[config.mk]
export PLATFORM = sky130hd
export DESIGN_NAME = phast_ctrl
export DESIGN_NICKNAME = d
export VERILOG_FILES = /design/src/sv/phast_pkg.sv /design/src/sv/phast_ctrl.sv
export SDC_FILE = /design/constraint.sdc
export NUM_CORES = 1
export LEC_CHECK = 0
export BUFFER_PORTS_ARGS = -buffer_cell sky130_fd_sc_hd__buf_2
export CAP_MARGIN = 15
export CORE_AREA = 2 2 56 58
export DETAILED_ROUTE_END_ITERATION = 12
export DIE_AREA = 0 0 58 60
export GPL_TIMING_DRIVEN = 0
export PLACE_DENSITY_LB_ADDON = 0.3
export RECOVER_POWER = 25
export SETUP_SLACK_MARGIN = 0.5
export SLEW_MARGIN = 25
export SYNTH_ARGS = -nofsm -noshare
export SYNTH_HDL_FRONTEND = slang
export SYNTH_SLANG_ARGS = --single-unit
[constraint.sdc]
create_clock -name clk -period 4 [get_ports clk]
set_input_delay 0.8 -clock clk [delete_from_list [all_inputs] [get_ports clk]]
set_output_delay 0.8 -clock clk [all_outputs]
set_load 0.02 [all_outputs]
[src/sv/phast_pkg.sv]
// Shared types, constants and helpers of the contracted-graph distance engine.
package phast_pkg;

    localparam int MAX_NODES   = 1024;
    localparam int NODE_W      = 10;
    localparam int NODE_ID_W   = 11;
    localparam int MAX_EDGES   = 4096;
    localparam int EDGE_W      = 12;
    localparam int OFF_W       = 13;
    localparam int MAX_TARGETS = 64;
    localparam int TPOS_W      = 6;
    localparam int TCNT_W      = 7;
    localparam int WEIGHT_W    = 32;
    localparam int DIST_W      = 40;
    localparam int HEAP_CAP    = MAX_EDGES + 1;
    localparam int HEAP_AW     = 13;
    localparam int CFG_IDX_W   = 1;
    localparam int CFG_DATA_W  = 11;

    localparam logic [DIST_W-1:0] DIST_INF = '1;
    localparam logic [DIST_W-1:0] DIST_CAP = DIST_INF - 1'b1;

    localparam logic [CFG_IDX_W-1:0] CFG_NODE_COUNT   = 1'd0;
    localparam logic [CFG_IDX_W-1:0] CFG_TARGET_COUNT = 1'd1;

    typedef enum logic [2:0] {
        KIND_UP_OFFSET   = 3'd0,
        KIND_UP_EDGE     = 3'd1,
        KIND_DOWN_OFFSET = 3'd2,
        KIND_DOWN_EDGE   = 3'd3,
        KIND_TARGET      = 3'd4,
        KIND_QUERY       = 3'd5
    } kind_t;

    typedef struct packed {
        logic [2:0]           kind;
        logic [NODE_ID_W-1:0] node_id;
        logic [OFF_W-1:0]     edge_offset;
        logic [EDGE_W-1:0]    edge_slot;
        logic [NODE_W-1:0]    neighbor;
        logic [WEIGHT_W-1:0]  weight;
        logic [TPOS_W-1:0]    target_pos;
        logic [NODE_W-1:0]    target_node;
        logic [NODE_W-1:0]    source_node;
    } item_t;

    typedef struct packed {
        logic [TPOS_W-1:0] result_pos;
        logic [DIST_W-1:0] distance;
        logic              unreachable;
        logic              last;
    } result_t;

    typedef struct packed {
        logic [DIST_W-1:0] key;
        logic [NODE_W-1:0] node;
    } heap_ent_t;

    typedef struct packed {
        logic [NODE_W-1:0]   node;
        logic [WEIGHT_W-1:0] weight;
    } edge_ent_t;

    typedef enum logic [4:0] {
        OP_NONE, OP_LOAD, OP_CLEAR, OP_INIT,
        OP_POP0, OP_POP1, OP_POP2,
        OP_SD0, OP_SD1, OP_SD2, OP_SD3,
        OP_DV0, OP_DV1, OP_UO0, OP_UO1, OP_UO2,
        OP_E0, OP_E1, OP_E2, OP_PU0, OP_PU1,
        OP_SW0, OP_SW1, OP_SW2, OP_D0, OP_D1, OP_D2,
        OP_T0, OP_T1, OP_T2
    } op_t;

    typedef enum logic [4:0] {
        S_IDLE, S_CLEAR, S_INIT,
        S_POP0, S_POP1, S_POP2,
        S_SD0, S_SD1, S_SD2, S_SD3,
        S_DV0, S_DV1, S_UO0, S_UO1, S_UO2,
        S_E0, S_E1, S_E2, S_PU0, S_PU1,
        S_SW0, S_SW1, S_SW2, S_D0, S_D1, S_D2,
        S_T0, S_T1, S_T2
    } state_t;

    typedef struct packed {
        op_t op;
    } cmd_t;

    typedef struct packed {
        logic is_query;
        logic heap_empty;
        logic sd_leaf;
        logic sd_hasr;
        logic sd_stop;
        logic stale;
        logic edge_end;
        logic foreign;
        logic go_push;
        logic at_root;
        logic parent_gt;
        logic node_end;
        logic tgt_end;
        logic clr_done;
    } status_t;

    function automatic logic [DIST_W-1:0] sat_add(input logic [DIST_W-1:0] a,
                                                  input logic [WEIGHT_W-1:0] w);
        logic [DIST_W:0] s;
        s = {1'b0, a} + {{(DIST_W + 1 - WEIGHT_W){1'b0}}, w};
        return (s > {1'b0, DIST_CAP}) ? DIST_CAP : s[DIST_W-1:0];
    endfunction

endpackage

[src/sv/phast_ctrl.sv]
// Sequencer of the load, search, sweep, report and clear phases.
module phast_ctrl (
    input  logic               clk,
    input  logic               rst_n,
    input  logic               start,
    input  phast_pkg::status_t status,
    output phast_pkg::cmd_t    cmd,
    output logic               busy
);

    phast_pkg::state_t state_reg, state_next;

    always_ff @(posedge clk or negedge rst_n)
    begin
        if (!rst_n)
            state_reg <= phast_pkg::S_CLEAR;
        else
            state_reg <= state_next;
    end

    always_comb
    begin
        state_next = state_reg;
        cmd.op     = phast_pkg::OP_NONE;
        unique case (state_reg)
            phast_pkg::S_IDLE:
            begin
                if (start)
                begin
                    cmd.op = phast_pkg::OP_LOAD;
                    if (status.is_query)
                        state_next = phast_pkg::S_INIT;
                end
            end
            phast_pkg::S_CLEAR:
            begin
                cmd.op = phast_pkg::OP_CLEAR;
                if (status.clr_done)
                    state_next = phast_pkg::S_IDLE;
            end
            phast_pkg::S_INIT:
            begin
                cmd.op     = phast_pkg::OP_INIT;
                state_next = phast_pkg::S_POP0;
            end
            phast_pkg::S_POP0:
            begin
                cmd.op     = phast_pkg::OP_POP0;
                state_next = status.heap_empty ? phast_pkg::S_SW0 : phast_pkg::S_POP1;
            end
            phast_pkg::S_POP1:
            begin
                cmd.op     = phast_pkg::OP_POP1;
                state_next = phast_pkg::S_POP2;
            end
            phast_pkg::S_POP2:
            begin
                cmd.op     = phast_pkg::OP_POP2;
                state_next = phast_pkg::S_SD0;
            end
            phast_pkg::S_SD0:
            begin
                cmd.op     = phast_pkg::OP_SD0;
                state_next = status.sd_leaf ? phast_pkg::S_DV0 : phast_pkg::S_SD1;
            end
            phast_pkg::S_SD1:
            begin
                cmd.op     = phast_pkg::OP_SD1;
                state_next = status.sd_hasr ? phast_pkg::S_SD2 : phast_pkg::S_SD3;
            end
            phast_pkg::S_SD2:
            begin
                cmd.op     = phast_pkg::OP_SD2;
                state_next = phast_pkg::S_SD3;
            end
            phast_pkg::S_SD3:
            begin
                cmd.op     = phast_pkg::OP_SD3;
                state_next = status.sd_stop ? phast_pkg::S_DV0 : phast_pkg::S_SD0;
            end
            phast_pkg::S_DV0:
            begin
                cmd.op     = phast_pkg::OP_DV0;
                state_next = phast_pkg::S_DV1;
            end
            phast_pkg::S_DV1:
            begin
                cmd.op     = phast_pkg::OP_DV1;
                state_next = status.stale ? phast_pkg::S_POP0 : phast_pkg::S_UO0;
            end
            phast_pkg::S_UO0:
            begin
                cmd.op     = phast_pkg::OP_UO0;
                state_next = phast_pkg::S_UO1;
            end
            phast_pkg::S_UO1:
            begin
                cmd.op     = phast_pkg::OP_UO1;
                state_next = phast_pkg::S_UO2;
            end
            phast_pkg::S_UO2:
            begin
                cmd.op     = phast_pkg::OP_UO2;
                state_next = phast_pkg::S_E0;
            end
            phast_pkg::S_E0:
            begin
                cmd.op     = phast_pkg::OP_E0;
                state_next = status.edge_end ? phast_pkg::S_POP0 : phast_pkg::S_E1;
            end
            phast_pkg::S_E1:
            begin
                cmd.op     = phast_pkg::OP_E1;
                state_next = status.foreign ? phast_pkg::S_E0 : phast_pkg::S_E2;
            end
            phast_pkg::S_E2:
            begin
                cmd.op     = phast_pkg::OP_E2;
                state_next = status.go_push ? phast_pkg::S_PU0 : phast_pkg::S_E0;
            end
            phast_pkg::S_PU0:
            begin
                cmd.op     = phast_pkg::OP_PU0;
                state_next = status.at_root ? phast_pkg::S_E0 : phast_pkg::S_PU1;
            end
            phast_pkg::S_PU1:
            begin
                cmd.op     = phast_pkg::OP_PU1;
                state_next = status.parent_gt ? phast_pkg::S_PU0 : phast_pkg::S_E0;
            end
            phast_pkg::S_SW0:
            begin
                cmd.op     = phast_pkg::OP_SW0;
                state_next = status.node_end ? phast_pkg::S_T0 : phast_pkg::S_SW1;
            end
            phast_pkg::S_SW1:
            begin
                cmd.op     = phast_pkg::OP_SW1;
                state_next = phast_pkg::S_SW2;
            end
            phast_pkg::S_SW2:
            begin
                cmd.op     = phast_pkg::OP_SW2;
                state_next = phast_pkg::S_D0;
            end
            phast_pkg::S_D0:
            begin
                cmd.op     = phast_pkg::OP_D0;
                state_next = status.edge_end ? phast_pkg::S_SW0 : phast_pkg::S_D1;
            end
            phast_pkg::S_D1:
            begin
                cmd.op     = phast_pkg::OP_D1;
                state_next = status.foreign ? phast_pkg::S_D0 : phast_pkg::S_D2;
            end
            phast_pkg::S_D2:
            begin
                cmd.op     = phast_pkg::OP_D2;
                state_next = phast_pkg::S_D0;
            end
            phast_pkg::S_T0:
            begin
                cmd.op     = phast_pkg::OP_T0;
                state_next = status.tgt_end ? phast_pkg::S_CLEAR : phast_pkg::S_T1;
            end
            phast_pkg::S_T1:
            begin
                cmd.op     = phast_pkg::OP_T1;
                state_next = status.foreign ? phast_pkg::S_T0 : phast_pkg::S_T2;
            end
            phast_pkg::S_T2:
            begin
                cmd.op     = phast_pkg::OP_T2;
                state_next = phast_pkg::S_T0;
            end
            default:
            begin
                state_next = phast_pkg::S_IDLE;
            end
        endcase
    end

    assign busy = (state_reg != phast_pkg::S_IDLE);

endmodule

== Yosys cells after proc, flatten, opt, wreduce, memory -nomap -nowiden ==
Cells that the tools add are included.

* Latch bits: 0
* Memories: 0
* Input bits: 17
* Logic and storage cells: 57
* Memory bits (read-only): 0
* Bits in registers: 5
* Output and inout port bits: 6
* RAM bits: 0

* Equality and inequality tests: 31
* Reductions and logical operators: 4
* Mux-type cells: 21
* Multiply operators: 0
* Divide/modulo/power cells: 0
* Shifts and indexed selects: 0
* $add $sub $neg: 0
* Bitwise logic cells: 0
* Magnitude comparators: 0

{| class="wikitable"
|+ Operators with widths
! kind !! count
|-
| $pmux W5 S29 || 1
|-
| $pmux W5 S28 || 1
|-
| $eq A5 B5 Y1 const B || 13
|-
| $mux W5 || 10
|-
| $eq A5 B4 Y1 const B || 8
|-
| $mux W4 || 6
|-
| $eq A5 B3 Y1 const B || 4
|-
| $eq A5 B2 Y1 const B || 2
|-
| $ne A2 B2 Y1 const B || 3
|-
| $eq A5 B1 Y1 const B || 1
|-
| $logic_not A5 Y1 || 1
|-
| $reduce_bool A5 Y1 || 1
|-
| $mux W3 || 1
|-
| $reduce_and A3 Y1 || 1
|-
| $mux W1 || 2
|-
| $reduce_or A2 Y1 || 1
|}

== Logic depth before layout (Yosys ltp) ==
Gate-level depths: netlist of run 1.

* Word-level depth: 3
* Mapped depth: 7
* Gate-level depth less buffers: 5

== Least setup slack after synthesis of run 1 ==
Ideal clock, no wire load.

* Path kind: reg2out
* Start point: register state_reg[4]
* End point: output cmd[4] (netlist name)
* Required time: 3.200 ns
* Data arrival time: 1.473 ns
* Slack: 1.727 ns
* Stages on the path, launching flop included: 5
* Buffers on the path: 3
* Cell sequence: dfrtp_1 buf_4 buf_2 buf_2 o31ai_1

{| class="wikitable"
|+ RTL lines
! what !! RTL line !! RTL
|-
| start: declaration || phast_ctrl.sv:11 || <nowiki>phast_pkg::state_t state_reg, state_next;</nowiki>
|-
| start signal: assignment || phast_ctrl.sv:16 || <nowiki>state_reg <= phast_pkg::S_CLEAR;</nowiki>
|-
| start signal: assignment || phast_ctrl.sv:18 || <nowiki>state_reg <= state_next;</nowiki>
|-
| end: declaration || phast_ctrl.sv:7 || <nowiki>output phast_pkg::cmd_t cmd,</nowiki>
|}

==> results.md, run 1 <==
* Worst VDD drop at 322 µV
* Leak pwr at 0.427 nW
* Syn avg cell area at between 6 and 7 µm²
* Syn Inst Count at 124
* Die area at roughly 3500 µm²
* RSZ-0062 raised after global routing: no
* Wire per inst at 15.6 µm
* Iter 0 DRT Violations at 70
* Final Max Tran Viols at 0
* Routability Congestion at 0.902
* Drt first pass iters at 4
* DRT Wirelength at 2860 µm
* CTS tree: done
* Overall die height at 60 µm
* Setup TNS at 0 ns
* Worst path required time at 3.20 ns
* Clock slew at reported path FFs at roughly 0.05 ns
* Largest net degree at the start of global routing at 11
* Clock Latency Late Sink at 0.24 ns
* Remaining antenna violation count at 0
* Max-Cap Viols at 0
* Cts-stage hold buffer count at 0
* Setup crit start kind: flop
* Placed Area at about 1000 µm²
* Largest fanout on the critical path at 10
* Root Buffer: clkbuf_4
* CORE AREA at 2900 µm²
* Slew margin rel. at roughly 62%
* Clock sink count at 5
* Starting Density at 28.9%
* Dpl hpwl at 2170 µm
* Clock H-tree levels at 1
* Post-CTS setup buffer count at 0
* Pwr Total at 0.953 mW
* Via-per-instance ratio at 6.00
* Chip Width at a little under 60 µm
* PortBufs at 22
* Ys flop type: dfrtp_1
* Seq cells post-synth at 5
* Netlist cell types at 41
* GR Overflow Total at 0
* IO Pins at 23
* Syn-to-layout area delta at 21.0%
* Post-synth EDFFs at 0
* Pwr dens at between 900 and 1000 nW/µm²
* Resized cells post-CTS at 0
* Fin util at 35.0%
* Status: complete, no violations
* Vias in the first global route at 1033
* CP Class: reg -> out
* Maximum clock rate at between 300 and 400 MHz
* Post-synthesis sequential area ratio at 15.1%
* Final Cycle Share at 65.5%
* Clock Path Buffers at 2
* Commonest non-fill, non-tap cells in the layout: 27 x buf_2, 16 x a21oi_1, 14 x nor2_1
* Slew @ Worst Pin at 0.561 ns
* # diodes at 0
* Via Count at around 1100
* Ys async rst share at 100%
* Synthesized area at 840 µm²
* Most common cell after layout, fill and taps aside: buf_2
* Fin. Hold Viols at 0
* Residual DRC at 0
* Clk_skew at roughly 0.0050 ns
* Fin crit period at 2.62 ns
* Cell area after layout at between 1000 and 1500 µm²
* Worst EP arrival at 1.82 ns
* Initial antenna violation count at 0
* Num rows at 20
* Share of cells above drive strength 1 at between 20% and 30%
* Min-Delay Path Class: in -> async
* Largest register FFs at 5
* Num CTS Buffers at 3
* Final setup fails at 0
* Synth Warn # at 0
* Total track usage at between 10% and 20%
* Nets at 168
* First-pass GRT wire length at 4800 µm
* Syn_nets at 141
* Crit end category: output pin
## per-stage QoR
step,worst slack (ns),std cells,hold slack [ns]
CTS,1.40,183,0.356
global route,1.19,183,0.402
floorplan,1.73,124,0.504
global placement,1.65,179,0.613
detailed placement,1.67,179,0.617
finish,1.38,183,0.391
## kinds of logic (layout without fill, tap and decap cells)
family,after synthesis,after routing,share of synthesized area [%]
AO/OA/AOI/OAI,51,51,41.1
AND/OR/NAND/NOR,48,48,28.2
buffers and inverters,17,43,12.1
flip-flops,5,5,15.1
multiplexers,3,3,3.58
## synth_stat cells, types with 3 or more instances
library cell / count / area, µm²
nor2_1: 14 / 52.6
nor3_1: 7 / 35.0
o22ai_1: 3 / 18.8
a21oi_1: 16 / 80.1
mux2i_1: 3 / 30.0
nand2_1: 11 / 41.3
inv_1: 5 / 18.8
o32ai_1: 3 / 26.3
buf_4: 4 / 30.0
o21ai_0: 8 / 40.0
dfrtp_1: 4 / 100
nand2b_1: 3 / 18.8
a2bb2oi_1: 3 / 26.3
buf_2: 6 / 30.0
## routing by layer
| metal | global-route usage, % | part of all wire [%] | vias up |
|---|---|---|---|
| met2 | 28.4 | 44 | 83 |
| met5 | 0 | 0 | - |
| met4 | 7.31 | 2.6 | 0 |
| met3 | 3.90 | 11 | 8 |
| li1 | - | - | 520 |
| met1 | 23.9 | 42 | 487 |
## where the power goes
group	switching (mW)	internal (mW)	total (mW)
registers	0.0179	0.0824	0.100
clock network	0.0211	0.0378	0.0589
logic	0.482	0.313	0.794
## final timing paths
| check | startpoint | endpoint | slack [ns] | cells after the start |
|---|---|---|---|---|
| max | state_reg[2] | cmd[4] | 1.38 | 7 |
| min | rst_n | state_reg[2] | 0.39 | 1 |
| max reg2reg | state_reg[1] | state_reg[1] | 2.24 | 6 |
| min reg2reg | state_reg[3] | state_reg[2] | 0.83 | 3 |
| max in group asynchronous | rst_n | state_reg[0] | 3.35 | 1 |
| min in group clk | state_reg[3] | state_reg[2] | 0.83 | 3 |
## critical path, stage by stage, from the launching register on
cell and delay, ns:
dfrtp_1 0.31, buf_2 0.17, buf_4 0.20, buf_2 0.23, nand2_1 0.13, o21ai_0 0.26, o31ai_1 0.11, buf_2 0.17
## final cells by class
type | instances | area, µm²
multi-input combinational | 102 | 612
buffer | 12 | 82.6
timing repair buffer | 22 | 109
clock buffer | 4 | 26.3
tap | 33 | 41.3
sequential | 5 | 126
inverter | 5 | 18.8
fill | 324 | 1890
Power figures use the tool's default switching activity.
==> run 2, diff against run 1 <==
==> constraint.sdc (replaced) <==
create_clock -name clk -period 2.2 [get_ports clk]
set_input_delay 0.44 -clock clk [delete_from_list [all_inputs] [get_ports clk]]
set_output_delay 0.44 -clock clk [all_outputs]
set_load 0.02 [all_outputs]
==> results.md, run 2 (synthesis gave the netlist of run 1 again) <==
* Via-per-instance ratio at 6.20 (+3.4%)
* Clock Path Buffers at 2 (unchanged)
* RSZ-0062 raised after global routing: yes
* Commonest non-fill, non-tap cells in the layout: 33 x buf_4, 15 x buf_2, 12 x a21oi_1
* Final Cycle Share at roughly nine tenths
* Crit end category: output pin
* Maximum clock rate at 510 MHz
* Clock Latency Late Sink at 0.24 ns (about the same)
* Most common cell after layout, fill and taps aside: buf_4
* # diodes at 0 (unchanged)
* Placed Area at 1010 µm² (+2.3%)
* Remaining antenna violation count at 0 (unchanged)
* Clock H-tree levels at 1 (unchanged)
* Min-Delay Path Class: in -> async
* Fin cells at 215 (+17%)
* Clk_skew at 0.00361 ns (-0.00135 ns)
* Final Max Tran Viols at 0 (unchanged)
* Num rows at 20 (unchanged)
* Fin. Hold Viols at 0 (unchanged)
* Fin util at 52.5% (+18 points)
* Cell area after layout at 1520 µm² (+50%)
* CORE AREA at 2900 µm² (unchanged)
* Post-placement cell count at 179 (unchanged)
* Dpl hpwl at 2190 µm (+0.89%)
* Pwr dens at 1840 nW/µm² (+96%)
* Share of cells above drive strength 1 at 57.7% (+28 points)
* Residual DRC at 0 (unchanged)
* Iter 0 DRT Violations at 62 (-11%)
* Syn-to-layout area delta at 81.5%
* Largest fanout on the critical path at 4 (-6)
* Slew margin rel. at 79.5% (+17 points)
* Initial antenna violation count at 0 (unchanged)
* Overall die height at 60 µm (unchanged)
* CTS tree: done
* Routability Congestion at 0.933 (+3.4%)
* Vias in the first global route at 1232 (+19%)
* Via Count at 1334 (+21%)
* Nets at 200 (+19%)
* Largest net degree at the start of global routing at 11 (unchanged)
* IO Pins at 23 (unchanged)
* Chip Width at 58 µm (unchanged)
* Die area at 3480 µm² (unchanged)
* Root Buffer: clkbuf_4
* Worst path required time at 1.76 ns (-1.44 ns)
* Max-Cap Viols at 0 (unchanged)
* Final setup fails at 0 (unchanged)
* First-pass GRT wire length at 5620 µm (+17%)
* Fin crit period at 1.96 ns
* Status: complete, no violations
* PortBufs at 22 (unchanged)
* Clock sink count at 5 (unchanged)
* Worst EP arrival at 1.52 ns (-0.30 ns)
* Leak pwr at 0.651 nW (+52%)
* Setup crit start kind: flop
* Num CTS Buffers at 3 (unchanged)
* DRT Wirelength at 4000 µm (+40%)
* Largest register FFs at 5 (unchanged)
* Starting Density at 28.9% (unchanged)
* Worst VDD drop at 782 µV (+140%)
* Wire per inst at 18.6 µm (+19%)
* GR Overflow Total at 0 (unchanged)
* Pwr Total at 2.80 mW (+190%)
* Setup TNS at 0 ns (unchanged)
* Drt first pass iters at 4 (unchanged)
* Clock slew at reported path FFs at 0.04 ns (about the same)
* Total track usage at 20.8% (+2.7 points)
* Slew @ Worst Pin at 0.306 ns (-0.255 ns)
* Cts-stage hold buffer count at 0 (unchanged)
* CP Class: reg -> out
run 2: cell count changes in the layout (fill, tap and decap cells not counted), sizes merged:
cell | previous run | this run
buf | 33 | 64
clkbuf | 5 | 6
inv | 5 | 3
clkinvlp | 0 | 2
run 2: final timing paths:
path | endpoint | startpoint | cells past startpoint | slack [ns]
worst min-delay path | state_reg[2] | rst_n | 1 | 0.05
min in group clk | state_reg[4] | status[12] | 5 | 0.63
max in group asynchronous | state_reg[0] | rst_n | 1 | 1.88
worst max register to register | state_reg[2] | state_reg[1] | 8 | 0.33
worst max-delay path | cmd[3] | state_reg[0] | 6 | 0.24
worst min register to register | state_reg[0] | state_reg[3] | 4 | 0.85
run 2: power by group:
part           total [mW]  leakage (nW)  switching [mW]  internal (mW)
Combinational        2.51         0.574            1.28           1.23
Sequential          0.183        0.0617          0.0329          0.150
Clock               0.103        0.0150          0.0347         0.0684
run 2: final cells by class:
class,count,area (µm²)
Fill cell,257,1380
Multi-Input combinational cell,102,771
Timing Repair Buffer,54,387
Buffer,12,146
Sequential cell,5,126
Tap cell,33,41.3
Clock buffer,4,26.3
Inverter,5,26.3
run 2: what timing repair did:
| item | CTS | global route |
|---|---|---|
| pin swaps | 9 | 18 |
| gates resized for setup | 42 | 27 |
| buffers inserted | 18 | 14 |
| endpoints found under the setup margin | 8 | 11 |
run 2: worst max-delay path, stage by stage (launching register included):
cell     delay (ns)
dfstp_2        0.55
buf_6          0.11
and2_4         0.17
nor2_2         0.04
nor3b_2        0.17
o22ai_2        0.10
buf_6          0.14
run 2: per-layer routing:
metal	GRT usage, %	part of all wire [%]	vias up
li1	-	-	583
met1	25.7	38	647
met2	35.2	50	81
met3	3.25	8.0	23
met4	9.63	4.5	0
met5	0	0	-
run 2: metrics by stage:
stage / worst slack (ns) / hold slack (ns)
finish: 0.238 / 0.0476
global route: 0.212 / 0.0487
CTS: 0.227 / 0.00531
detailed placement: 0.126 / 0.257
global placement: 0.139 / 0.254
floorplan: 0.448 / 0.144
==> run 3, diff against run 2 <==
--- a/config.mk
+++ b/config.mk
@@ -12,7 +12,6 @@
 export DIE_AREA = 0 0 58 60
 export GPL_TIMING_DRIVEN = 0
 export PLACE_DENSITY_LB_ADDON = 0.3
-export RECOVER_POWER = 25
 export SETUP_SLACK_MARGIN = 0.5
 export SLEW_MARGIN = 25
 export SYNTH_ARGS = -nofsm -noshare
==> results.md, run 3 (synthesis gave the netlist of run 1 again) <==
* Status: complete, no violations
* Clock slew at reported path FFs at 0.04 ns (about the same)
* Num CTS Buffers at 3 (unchanged)
* GR Overflow Total at 0 (unchanged)
* Remaining antenna violation count at 0 (unchanged)
* # diodes at 0 (unchanged)
* Crit end category: output pin
* Slowest stage cell, crit path: dfstp_2
* Fin util at 52.5% (about the same)
* Setup TNS at 0 ns (unchanged)
* CP Class: reg -> out
* CP Cell Sequence: buf_6, and2_4, nor2_2, nor3b_2, o22ai_2, buf_6
* First-pass GRT wire length at 5620 µm (unchanged)
* CORE AREA at 2900 µm² (unchanged)
* Filler Cell Count at 258 (+0.39%)
* Dpl hpwl at 2190 µm (unchanged)
* Syn-to-layout area delta at 81.7% (about the same)
* Iter 0 DRT Violations at 62 (unchanged)
* Clock Path Buffers at 2 (unchanged)
* Final setup fails at 0 (unchanged)
* Overall die height at 60 µm (unchanged)
* Worst VDD drop at 782 µV (about the same)
* Clock Latency Late Sink at 0.23 ns (about the same)
* Root Buffer: clkbuf_4
* IO Pins at 23 (unchanged)
* Worst path required time at 1.76 ns (about the same)
* Drt first pass iters at 4 (unchanged)
* PortBufs at 22 (unchanged)
* Crit path buffers/inverters at 2 (unchanged)
* Multi-input logic area at 771 µm² (unchanged)
* Chip Width at 58 µm (unchanged)
* CP peak stage delay at 0.54 ns (about the same)
* Nets at 200 (unchanged)
* Final hold slack at 0.0112 ns (-0.0364 ns)
* Most common cell after layout, fill and taps aside: buf_4
* Min-Delay Path Class: in -> async
* Largest register FFs at 5 (unchanged)
* Initial antenna violation count at 0 (unchanged)
* Die area at 3480 µm² (unchanged)
* Pwr Total at 2.80 mW (-0.11%)
* CP top delay family: flip-flops
* Slew @ Worst Pin at 0.306 ns (-0.00000429 ns)
* Slew margin rel. at 79.5% (about the same)
* Fin crit period at 1.96 ns (-0.00201 ns)
* Final Cycle Share at 89.1% (-0.091 points)
* Setup crit start kind: flop
* Maximum clock rate at 510 MHz (+0.10%)
* Routability Congestion at 0.933 (unchanged)
* Total track usage at 20.8% (unchanged)
* Share of cells above drive strength 1 at 58.2% (+0.55 points)
* Most used cell, CP: buf_6
* Via Count at 1337 (+0.22%)
* Final Max Tran Viols at 0 (unchanged)
* Worst EP arrival at 1.52 ns (about the same)
* Fin cells at 215 (unchanged)
* Clk_skew at 0.00271 ns (-0.000908 ns)
* Leak pwr at 0.654 nW (+0.42%)
* Pwr dens at 1830 nW/µm² (-0.19%)
* Clock H-tree levels at 1 (unchanged)
* Max-Cap Viols at 0 (unchanged)
* FF+latch area at 126 µm² (unchanged)
* Largest fanout on the critical path at 4 (unchanged)
* DRT Wirelength at 3980 µm (-0.33%)
* Clock sink count at 5 (unchanged)
* Starting Density at 28.9% (unchanged)
* Residual DRC at 0 (unchanged)
* Num rows at 20 (unchanged)
* RSZ-0062 raised after global routing: yes
* Largest net degree at the start of global routing at 11 (unchanged)
* Commonest non-fill, non-tap cells in the layout: 33 x buf_4, 16 x buf_2, 12 x a21oi_1
* Via-per-instance ratio at 6.22 (+0.22%)
* CTS tree: done
* Post-placement cell count at 179 (unchanged)
* Fin. Hold Viols at 0 (unchanged)
* Vias in the first global route at 1232 (unchanged)
* Wire per inst at 18.5 µm (-0.33%)
## run 3: cell count changes in the layout (fill, tap and decap cells not counted), sizes merged
cell | previous run | this run
buf | 64 | 65
clkbuf | 6 | 5
## run 3: area by class of cell
class	instances	area share, %
timing repair buffer	54	25.4
buffer	12	9.60
tap	33	2.71
clock buffer	4	1.72
sequential	5	8.29
inverter	5	1.72
multi-input combinational	102	50.5
## run 3: path summary, 6_finish.rpt
check | from | end | slack [ns] | cells past startpoint
min | rst_n | state_reg[2] | 0.01 | 1
max reg2reg | state_reg[1] | state_reg[2] | 0.33 | 8
max | state_reg[0] | cmd[3] | 0.24 | 6
max in group asynchronous | rst_n | state_reg[0] | 1.98 | 1
min reg2reg | state_reg[3] | state_reg[0] | 0.85 | 4
min in group clk | status[12] | state_reg[4] | 0.63 | 5
## run 3: routing by layer
metal  track usage, %  vias up  routed length, µm
met5                0        -                  0
met4             9.63        0                178
met3             3.25       23                329
met2             35.2       81               1990
met1             25.7      650               1480
li1                 -      583                  -
## run 3: timing repair
action | CTS | global route
hold buffers | 0 | 0
resized for setup | 42 | 27
pin swaps | 9 | 18
buffers inserted | 18 | 14
setup endpoints to repair | 8 | 11
## run 3: worst register-to-register path: cells and delay by family, from the launching register on
| family | cells | cell delay, ns |
|---|---|---|
| AOI/OAI and AO/OA | 2 | 0.28 |
| buffers and inverters | 3 | 0.39 |
| DFF | 1 | 0.37 |
| muxes | 1 | 0.16 |
| and+or+nand+nor | 2 | 0.57 |
## run 3: where the power goes
part	internal, mW	leakage [nW]	switching (mW)
Clock	0.0683	0.0150	0.0339
Sequential	0.150	0.0617	0.0328
Combinational	1.23	0.577	1.28
## run 3: metrics by stage
step,cell area (µm²),worst slack (ns)
after floorplan,862,0.448
after global placement,1010,0.139
after detailed placement,1010,0.126
after CTS,1320,0.227
after global routing,1530,0.212
final,1530,0.240
